## config.mk

```make
export PLATFORM = sky130hd
export DESIGN_NAME = dtq_cell
export DESIGN_NICKNAME = d
export VERILOG_FILES = /design/src/hw/rtl/dtq_pkg.sv /design/src/hw/rtl/dtq_cell.sv
export SDC_FILE = /design/constraint.sdc
export NUM_CORES = 1
export LEC_CHECK = 0
export BUFFER_PORTS_ARGS = -buffer_cell sky130_fd_sc_hd__buf_2
export CORE_ASPECT_RATIO = 2
export CORE_MARGIN = 2
export CORE_UTILIZATION = 52
export CTS_CLUSTER_SIZE = 40
export DETAILED_ROUTE_END_ITERATION = 8
export PLACE_DENSITY = 0.89
export REMOVE_ABC_BUFFERS = 1
export SLEW_MARGIN = 0
export SYNTH_ARGS = -nofsm -noshare
export SYNTH_HDL_FRONTEND = slang
export SYNTH_SLANG_ARGS = --single-unit
```

## constraint.sdc

```tcl
create_clock -name clk -period 3.6 [get_ports clk]
set_clock_uncertainty 0.1 [all_clocks]
set_input_delay 0.18 -clock clk [delete_from_list [all_inputs] [get_ports clk]]
set_output_delay 0.18 -clock clk [all_outputs]
set_load 0.05 [all_outputs]
```

## src/hw/rtl/dtq_pkg.sv

```systemverilog
// dtq_pkg: shared types, constants and helpers for the deadline timer queue
// used by dtq_cell and deadline_timer_queue; no dependencies
`default_nettype none

package dtq_pkg;

	localparam int SLOTS_DEF   = 16;
	localparam int MAX_RESULTS = 16;
	localparam int TIME_W      = 48;
	localparam int PERIOD_W    = 32;
	localparam int TAG_W       = 16;
	localparam int FUNC_W      = 3;
	localparam int SEL_W       = 4;

	localparam logic [PERIOD_W-1:0] WINDOW_RESET = PERIOD_W'(60 * 60 * 1000);
	localparam logic [TIME_W-1:0]   TIME_MAX     = '1;

	localparam logic [FUNC_W-1:0] FN_ADD     = 3'd0;
	localparam logic [FUNC_W-1:0] FN_CANCEL  = 3'd1;
	localparam logic [FUNC_W-1:0] FN_REFRESH = 3'd2;
	localparam logic [FUNC_W-1:0] FN_RESET   = 3'd3;
	localparam logic [FUNC_W-1:0] FN_EXPIRE  = 3'd4;
	localparam logic [FUNC_W-1:0] FN_QUERY   = 3'd5;
	localparam logic [FUNC_W-1:0] FN_SPARE6  = 3'd6;
	localparam logic [FUNC_W-1:0] FN_SPARE7  = 3'd7;

	typedef enum logic [2:0] {
		OP_NONE,
		OP_ADD,
		OP_CANCEL,
		OP_REFRESH,
		OP_BASE,
		OP_RESET,
		OP_DUE,
		OP_FIRE
	} cell_op_t;

	typedef struct packed {
		cell_op_t              op;
		logic [TIME_W-1:0]     now;
		logic [PERIOD_W-1:0]   period;
		logic                  repeats;
		logic                  start_now;
		logic [TAG_W-1:0]      tag;
		logic                  roll;
	} cell_cmd_t;

	typedef enum logic [2:0] {
		ST_IDLE,
		ST_DECODE,
		ST_BASE,
		ST_RESET,
		ST_DUE,
		ST_SCAN,
		ST_FIRE,
		ST_EMIT
	} state_t;

	typedef struct packed {
		logic [SEL_W-1:0]  slot;
		logic [TAG_W-1:0]  tag;
		logic              ok;
		logic              fired;
		logic              wake;
		logic              none;
		logic [TIME_W-1:0] wait_ms;
		logic              last;
	} result_t;

	// deadline arithmetic saturates at the top of the time range
	function automatic logic [TIME_W-1:0] sat_add(input logic [TIME_W-1:0] t,
			input logic [PERIOD_W-1:0] p);
		logic [TIME_W:0] s;
		s = {1'b0, t} + {(TIME_W - PERIOD_W + 1)'(0), p};
		return s[TIME_W] ? TIME_MAX : s[TIME_W-1:0];
	endfunction

endpackage

`default_nettype wire

```

## src/hw/rtl/dtq_cell.sv

```systemverilog
// dtq_cell: one timer slot plus one stage of the registered minimum-search chain
// depends on dtq_pkg
`default_nettype none

module dtq_cell #(
	parameter int SLOT_W = 4,
	parameter int IDX    = 0
) (
	input  wire logic                           clk,
	input  wire logic                           arst_n,
	input  wire dtq_pkg::cell_cmd_t             cmd,
	input  wire logic                           sel,
	input  wire logic                           scan_due,
	input  wire logic                           prev_found,
	input  wire logic [dtq_pkg::TIME_W-1:0]     prev_deadline,
	input  wire logic [SLOT_W-1:0]              prev_slot,
	output logic                                next_found,
	output logic [dtq_pkg::TIME_W-1:0]          next_deadline,
	output logic [SLOT_W-1:0]                   next_slot,
	output logic                                active,
	output logic [dtq_pkg::PERIOD_W-1:0]        period,
	output logic [dtq_pkg::TAG_W-1:0]           tag
);
	import dtq_pkg::*;

	logic                active_q;
	logic                rep_q;
	logic                due_q;
	logic [PERIOD_W-1:0] period_q;
	logic [TIME_W-1:0]   deadline_q;
	logic [TIME_W-1:0]   base_q;
	logic [TAG_W-1:0]    tag_q;

	logic [TIME_W-1:0]   add_a;
	logic [PERIOD_W-1:0] add_b;
	logic [TIME_W-1:0]   add_sum;
	logic                eligible;
	logic                take;

	// one shared saturating adder for every deadline update
	always_comb begin
		add_a = cmd.now;
		add_b = period_q;
		case (cmd.op)
			OP_ADD: begin
				add_b = cmd.period;
			end
			OP_RESET: begin
				add_a = cmd.start_now ? cmd.now : base_q;
				add_b = cmd.period;
			end
			default: begin
			end
		endcase
	end

	assign add_sum = sat_add(add_a, add_b);

	always_ff @(posedge clk or negedge arst_n) begin
		if (!arst_n) begin
			active_q   <= 1'b0;
			rep_q      <= 1'b0;
			due_q      <= 1'b0;
			period_q   <= '0;
			deadline_q <= '0;
			base_q     <= '0;
			tag_q      <= '0;
		end else begin
			case (cmd.op)
				OP_ADD: begin
					if (sel) begin
						active_q   <= 1'b1;
						rep_q      <= cmd.repeats;
						period_q   <= cmd.period;
						deadline_q <= add_sum;
						tag_q      <= cmd.tag;
					end
				end
				OP_CANCEL: begin
					if (sel) begin
						active_q <= 1'b0;
					end
				end
				OP_REFRESH: begin
					if (sel) begin
						deadline_q <= add_sum;
					end
				end
				OP_BASE: begin
					// start of the current run, clamped at zero
					if (sel) begin
						base_q <= (deadline_q >= {(TIME_W - PERIOD_W)'(0), period_q})
							? deadline_q - {(TIME_W - PERIOD_W)'(0), period_q} : '0;
					end
				end
				OP_RESET: begin
					if (sel) begin
						period_q   <= cmd.period;
						deadline_q <= add_sum;
					end
				end
				OP_DUE: begin
					due_q <= active_q && (cmd.roll || deadline_q <= cmd.now);
				end
				OP_FIRE: begin
					if (sel) begin
						due_q <= 1'b0;
						if (rep_q) begin
							deadline_q <= add_sum;
						end else begin
							active_q <= 1'b0;
						end
					end
				end
				default: begin
				end
			endcase
		end
	end

	// chain runs in slot order, so a tie keeps the earlier (lower) slot
	assign eligible = scan_due ? due_q : active_q;
	assign take     = eligible && (!prev_found || deadline_q < prev_deadline);

	always_ff @(posedge clk or negedge arst_n) begin
		if (!arst_n) begin
			next_found    <= 1'b0;
			next_deadline <= '0;
			next_slot     <= '0;
		end else begin
			next_found    <= prev_found || eligible;
			next_deadline <= take ? deadline_q : prev_deadline;
			next_slot     <= take ? SLOT_W'(IDX) : prev_slot;
		end
	end

	assign active = active_q;
	assign period = period_q;
	assign tag    = tag_q;

endmodule

`default_nettype wire

```

; Word-level counts from Yosys, hierarchy flattened
; Index checks and enable logic that the tools add are counted.
[word_totals]
regBits = 200
latchBits = 0
ramBits = 0
rom_bits = 0
inputBits = 159
output_inout_bits = 102
elab_cells = 63
mem_count = 0
[op_classes]
add_sub_neg = 2
mul = 0
div_mod_pow = 0
n_lt_le_gt_ge = 3
eq_ne = 13
n_shift = 0
mux = 18
bitwise = 0
n_reduce_logical = 17
[ops]
columns = operator, n
row1 = $mux 48, 8
row2 = $pmux 48 s2, 1
row3 = $add 48x32->49, 1
row4 = $ge 48x32->1, 1
row5 = $le 48x48->1, 1
row6 = $lt 48x48->1, 1
row7 = $sub 48x32->48, 1
row8 = $mux 32, 1
row9 = $eq 3x3->1 const B, 4
row10 = $ne 2x2->1 const B, 5
row11 = $reduce_and 2->1, 4
row12 = $eq 3x2->1 const B, 2
row13 = $mux 1, 5
row14 = $reduce_and 5->1, 1
row15 = $mux 4, 1
row16 = $reduce_and 4->1, 1
row17 = $reduce_bool 2->1, 2
row18 = $eq 3x1->1 const B, 1
row19 = $logic_or 1x1->1, 3
row20 = $pmux 1 s3, 1
row21 = $reduce_bool 3->1, 1
row22 = $reduce_or 3->1, 1
row23 = $logic_and 1x1->1, 2
row24 = $ne 2x1->1 const B, 1
row25 = 3 further kinds, 3

; Logic depth before layout (Yosys ltp)
[logic_depth]
ltp_word = 8
mapped_depth = 22
depth_no_buf = 14

; Least setup slack after synthesis
; No wires, ideal clock.
[synth_path]
kind = input -> register
from = in cmd[99] (netlist name)
to = reg deadline_q[10]
t_arrival_ps = 4767
setup_slack_ps = -1404
path_stages = 20
cell_sequence = nor2b_1 and3b_1 buf_2 buf_2 buf_1 clkbuf_1 clkbuf_1 mux2_2 ha_1 fa_1 a211oi_1 nor2_1 o211ai_1 o21a_1 o21ai_0 nand2_1 nor2_1 a21oi_1 clkbuf_1 a21oi_1
[synth_between]
elab_chain_cells = 8
[synth_lines]
columns = item, line
row1 = "start, declared", dtq_cell.sv:11  ; input wire dtq_pkg::cell_cmd_t cmd,
row2 = $eq 3x3->1 / $eq 3x1->1 (equally long branches), "dtq_cell.sv:44, dtq_cell.sv:69"
row3 = $reduce_or 2->1 (no source line), n/a
row4 = $mux 32, dtq_cell.sv:44  ; case (cmd.op)
row5 = $add 48x32->49, dtq_pkg.sv:74  ; s = {1'b0, t} + {(TIME_W - PERIOD_W + 1)'(0), p};
row6 = $mux 48, dtq_pkg.sv:75  ; return s[TIME_W] ? TIME_MAX : s[TIME_W-1:0];
row7 = $mux 48, dtq_cell.sv:108  ; if (rep_q) begin
row8 = $mux 48, dtq_cell.sv:106  ; if (sel) begin
row9 = $pmux 48 s2, dtq_cell.sv:69  ; case (cmd.op)
row10 = "end signal, assigned", dtq_cell.sv:75  ; deadline_q <= add_sum;
row11 = "end signal, assigned", dtq_cell.sv:86  ; deadline_q <= add_sum;
row12 = "end signal, assigned", dtq_cell.sv:109  ; deadline_q <= add_sum;
row13 = "end, declared", dtq_cell.sv:30  ; logic [TIME_W-1:0] deadline_q;
; Parallel ways exist; a longest one is shown, timed or not. The select of a mux whose other input is x is not followed.
; A chain may end at the register's enable or synchronous reset.

; Worst setup path after layout
[layout_path]
from = reg deadline_q[0]
to = reg base_q[47]
[layout_between]
elab_chain_cells = 2
[layout_lines]
columns = item, line
row1 = "start signal, assigned", dtq_cell.sv:75
row2 = "start signal, assigned", dtq_cell.sv:86
row3 = "start signal, assigned", dtq_cell.sv:99  ; deadline_q <= add_sum;
row4 = $sub 48x32->48 / $ge 48x32->1 (equally long branches), "dtq_cell.sv:93, dtq_cell.sv:92"
row5 = $mux 48 (*), dtq_cell.sv:93  ; ? deadline_q - {(TIME_W - PERIOD_W)'(0), period_q} : '0;
row6 = "end signal, assigned", dtq_cell.sv:92  ; base_q <= (deadline_q >= {(TIME_W - PERIOD_W)'(0), period_q})
row7 = "end, declared", dtq_cell.sv:31  ; logic [TIME_W-1:0] base_q;
; Mark *: on every way between the ends. The rest lies on a longest branch, timed or not.

==> flow_metrics.tcl <==
set metrics [dict create \
    power_uw 13000 \
    routabilityCongestion 1.03 \
    drtIter0Drc 1537 \
    arrival_ps 3880 \
    slew_violations 0 \
    worst_ep_required_time_ps 3920 \
    end_kind "flop" \
    synth-seq-cells 200 \
    synthArstFlopShare_pct 100 \
    clk_pin_slew_ps 80 \
    status "finished, final reports clean" \
    numCtsBuffers 17 \
    syn_area_per_cell_um2 8.74 \
    p_per_area_nw_per_um2 652 \
    placed_cells 2458 \
    wl_per_cell_um 22.1 \
    synth_cell_type_count 68 \
    critPathKind "reg2reg" \
    fp.dieArea_um2 30300 \
    wirelength_um 57500 \
    syn_inst 1718 \
    clock-root-buffer "clkbuf_16" \
    synth_edf_count 0 \
    grtUsageTotal_pct 37.6 \
    cap_violations 0 \
    ir_worst_vdd_uv 473 \
    detailed_place_hpwl_um 39600 \
    firstDrtPassIters 6 \
    clock-sinks 200 \
    ys.flop_type "dfrtp_1" \
    die_h_um 244 \
    crit_fanout 4 \
    fp-row-count 88 \
    ios 261 \
    grt_max_degree 91 \
    nFillCells 2048 \
    h-tree-depth 4 \
    core_um2 28600 \
    whs_ps 9.15 \
    clk_latency_ps 480 \
    area_growth_syn_to_layout_pct 32.3 \
    drc_errors 0 \
    netlist_area_um2 15000 \
    via_per_inst 6.19 \
    min_period_ps 3560 \
    synth-warning-count 0 \
    grt_pass1_wl_um 87100 \
    cts_tree "built" \
    critPathLaunchType "flop" \
    overflow 0 \
    setup_viol 0 \
    slew_headroom_pct 40.0 \
    min_period_over_period_pct 98.9 \
    vias 16100 \
    max_freq_mhz 281 \
    fin_cells 2601 \
    die_w_um 124 \
    worst_slew_pin_slew_ps 896 \
    hold_path_class "in2reg" \
    ys_seq_area_share_pct 33.3 \
    total_leakage_power_uw 0.00972 \
    clockBufferDepth 2 \
    diodes 0 \
    hold_violations 0 \
    antenna_found_initial 1 \
    rsz0062_at_grt "no" \
    final_nets 2548 \
    start_util_pct 52.5 \
    grt_pass1_vias 16500 \
    drive_above_1_share_pct 27.7 \
    portBuffers 260 \
    ant_nets 0 \
]
-- sequential cells by signal (all words and copies together) (netlist names) --
name,cells
base_q,48
deadline_q,48
next_deadline,48
period,32
tag,16
next_slot,4
active,1
due_q,1
next_found,1
rep_q,1
-- power breakdown --
part	total, uW	internal (uW)	switching (uW)
Combinational	7660	3080	4570
Clock	1930	955	972
Sequential	3380	2870	505
-- area by class of cell --
type / count / area [um2] / share of cell area (%)
clock buffers: 22 / 474 / 2.39
clock inverters: 10 / 86.3 / 0.435
inverters: 146 / 548 / 2.76
multi-input cells: 1299 / 9250 / 46.6
flip-flops and latches: 200 / 5000 / 25.2
well taps: 360 / 450 / 2.27
repair buffers: 564 / 4050 / 20.4
-- worst paths after layout --
path / to / depth (start not counted) / slack, ps / start
min reg2reg: base_q[45]$_DFFE_PN0P_ / 2 / 390 / base_q[45]$_DFFE_PN0P_
max reg2reg: base_q[47]$_DFFE_PN0P_ / 17 / 40 / deadline_q[0]$_DFFE_PN0P_
max: base_q[47]$_DFFE_PN0P_ / 17 / 40 / deadline_q[0]$_DFFE_PN0P_
min in group asynchronous: period[19]$_DFFE_PN0P_ / 2 / 240 / arst_n
max in group asynchronous: tag[10]$_DFFE_PN0P_ / 3 / 2320 / arst_n
min: deadline_q[38]$_DFFE_PN0P_ / 3 / 9 / cmd[89]
-- cell usage in the layout (no fill, tap or decap), types with 8 or more instances in the layout --
cell type / n
buf_2: 259
dfrtp_1: 200
buf_4: 183
nand2_1: 171
ha_1: 159
inv_1: 146
a21oi_1: 128
o21ai_0: 112
nor2_1: 106
dlygate4sd3_1: 106
mux2_2: 101
a21o_1: 67
o21ai_1: 45
xnor2_1: 44
xor2_1: 37
nand4_1: 36
nand3_1: 35
nor3_1: 25
clkbuf_16: 20
o21a_1: 19
mux2i_1: 17
o211ai_1: 14
a31oi_1: 13
nor2b_1: 12
o31ai_1: 12
buf_12: 11
nand2b_1: 10
nor4_1: 10
o22a_1: 10
o21bai_1: 9
a211oi_1: 8
and3_1: 8
-- through the flow --
stage	utilization [%]	setup slack, ps	area, um2	setup TNS, ps
floorplan	-	-4490	14700	-244620
global placement	63.1	-170	18100	-6490
detailed placement	63.1	-237	18100	-8310
CTS	68.9	48.6	19700	0
global route	69.4	0.905	19900	0
finish	69.4	38.8	19900	0
-- synthesized netlist by cell type, types with 3 or more instances --
| library cell | count | area, um2 |
|---|---|---|
| ha_1 | 159 | 1990 |
| xnor2_1 | 44 | 385 |
| o21ai_0 | 118 | 591 |
| nor4b_1 | 4 | 35.0 |
| nand2b_1 | 10 | 62.6 |
| o31ai_1 | 14 | 105 |
| and2_1 | 6 | 37.5 |
| clkbuf_1 | 56 | 210 |
| o21bai_1 | 9 | 67.6 |
| xor2_1 | 37 | 324 |
| nand4_1 | 36 | 225 |
| or3_1 | 7 | 43.8 |
| o21a_1 | 19 | 143 |
| or4_1 | 3 | 22.5 |
| and3_1 | 8 | 50.1 |
| nand3_1 | 35 | 175 |
| a21boi_0 | 3 | 22.5 |
| nand2_1 | 171 | 642 |
| a221oi_1 | 3 | 26.3 |
| inv_1 | 146 | 548 |
| mux2i_1 | 17 | 170 |
| a311oi_1 | 4 | 35.0 |
| a21oi_1 | 129 | 646 |
| o31a_1 | 3 | 26.3 |
| o211ai_1 | 14 | 105 |
| nor3_1 | 25 | 125 |
| a22o_1 | 6 | 52.6 |
| nor2b_1 | 13 | 81.3 |
| buf_1 | 10 | 37.5 |
| dfrtp_1 | 200 | 5000 |
| or2_2 | 5 | 31.3 |
| buf_4 | 4 | 30.0 |
| nor4_1 | 11 | 68.8 |
| a211oi_1 | 12 | 90.1 |
| mux2_2 | 101 | 1140 |
| a21o_1 | 69 | 518 |
| o21ai_1 | 40 | 200 |
| nor2_1 | 106 | 398 |
| o22a_1 | 10 | 87.6 |
| a31oi_1 | 14 | 87.6 |
-- kinds of logic after synthesis --
kind of cell	share of synthesized area, %
AOI/OAI and AO/OA	20.0
and+or+nand+nor	14.0
buffers and inverters	5.64
DFF	33.3
adders and majority gates	13.5
muxes	8.71
xor gates and xnor gates	4.72
-- metal layers --
metal	global-route usage (%)	part of all wire (%)	routed length, um
met1	42.6	35	20100
met2	62.6	48	27700
met3	8.23	9.4	5390
met4	23.6	7.5	4300
met5	0	0.023	13
-- timing repair --
item	in CTS	in global routing
hold buffers	106	0
endpoints found under the setup margin	23	103
gates cloned	0	3
gates resized for setup	4	17
buffers inserted	0	2
pin swaps	0	6
endpoints found under the hold margin	192	0
-- critical path: stages (launching register included) --
cell and delay, ps:
dfrtp_1 400, inv_1 90, ha_1 210, inv_1 80, fa_1 220, a211oi_2 110, o21ai_1 170, a31oi_1 130
buf_4 180, o31ai_4 350, a21oi_1 120, buf_4 160, buf_4 140, nor2_1 200, a21oi_2 110, buf_4 170
or4_1 470, nand3_1 100
No activity file was read; power rests on OpenSTA's default activity.
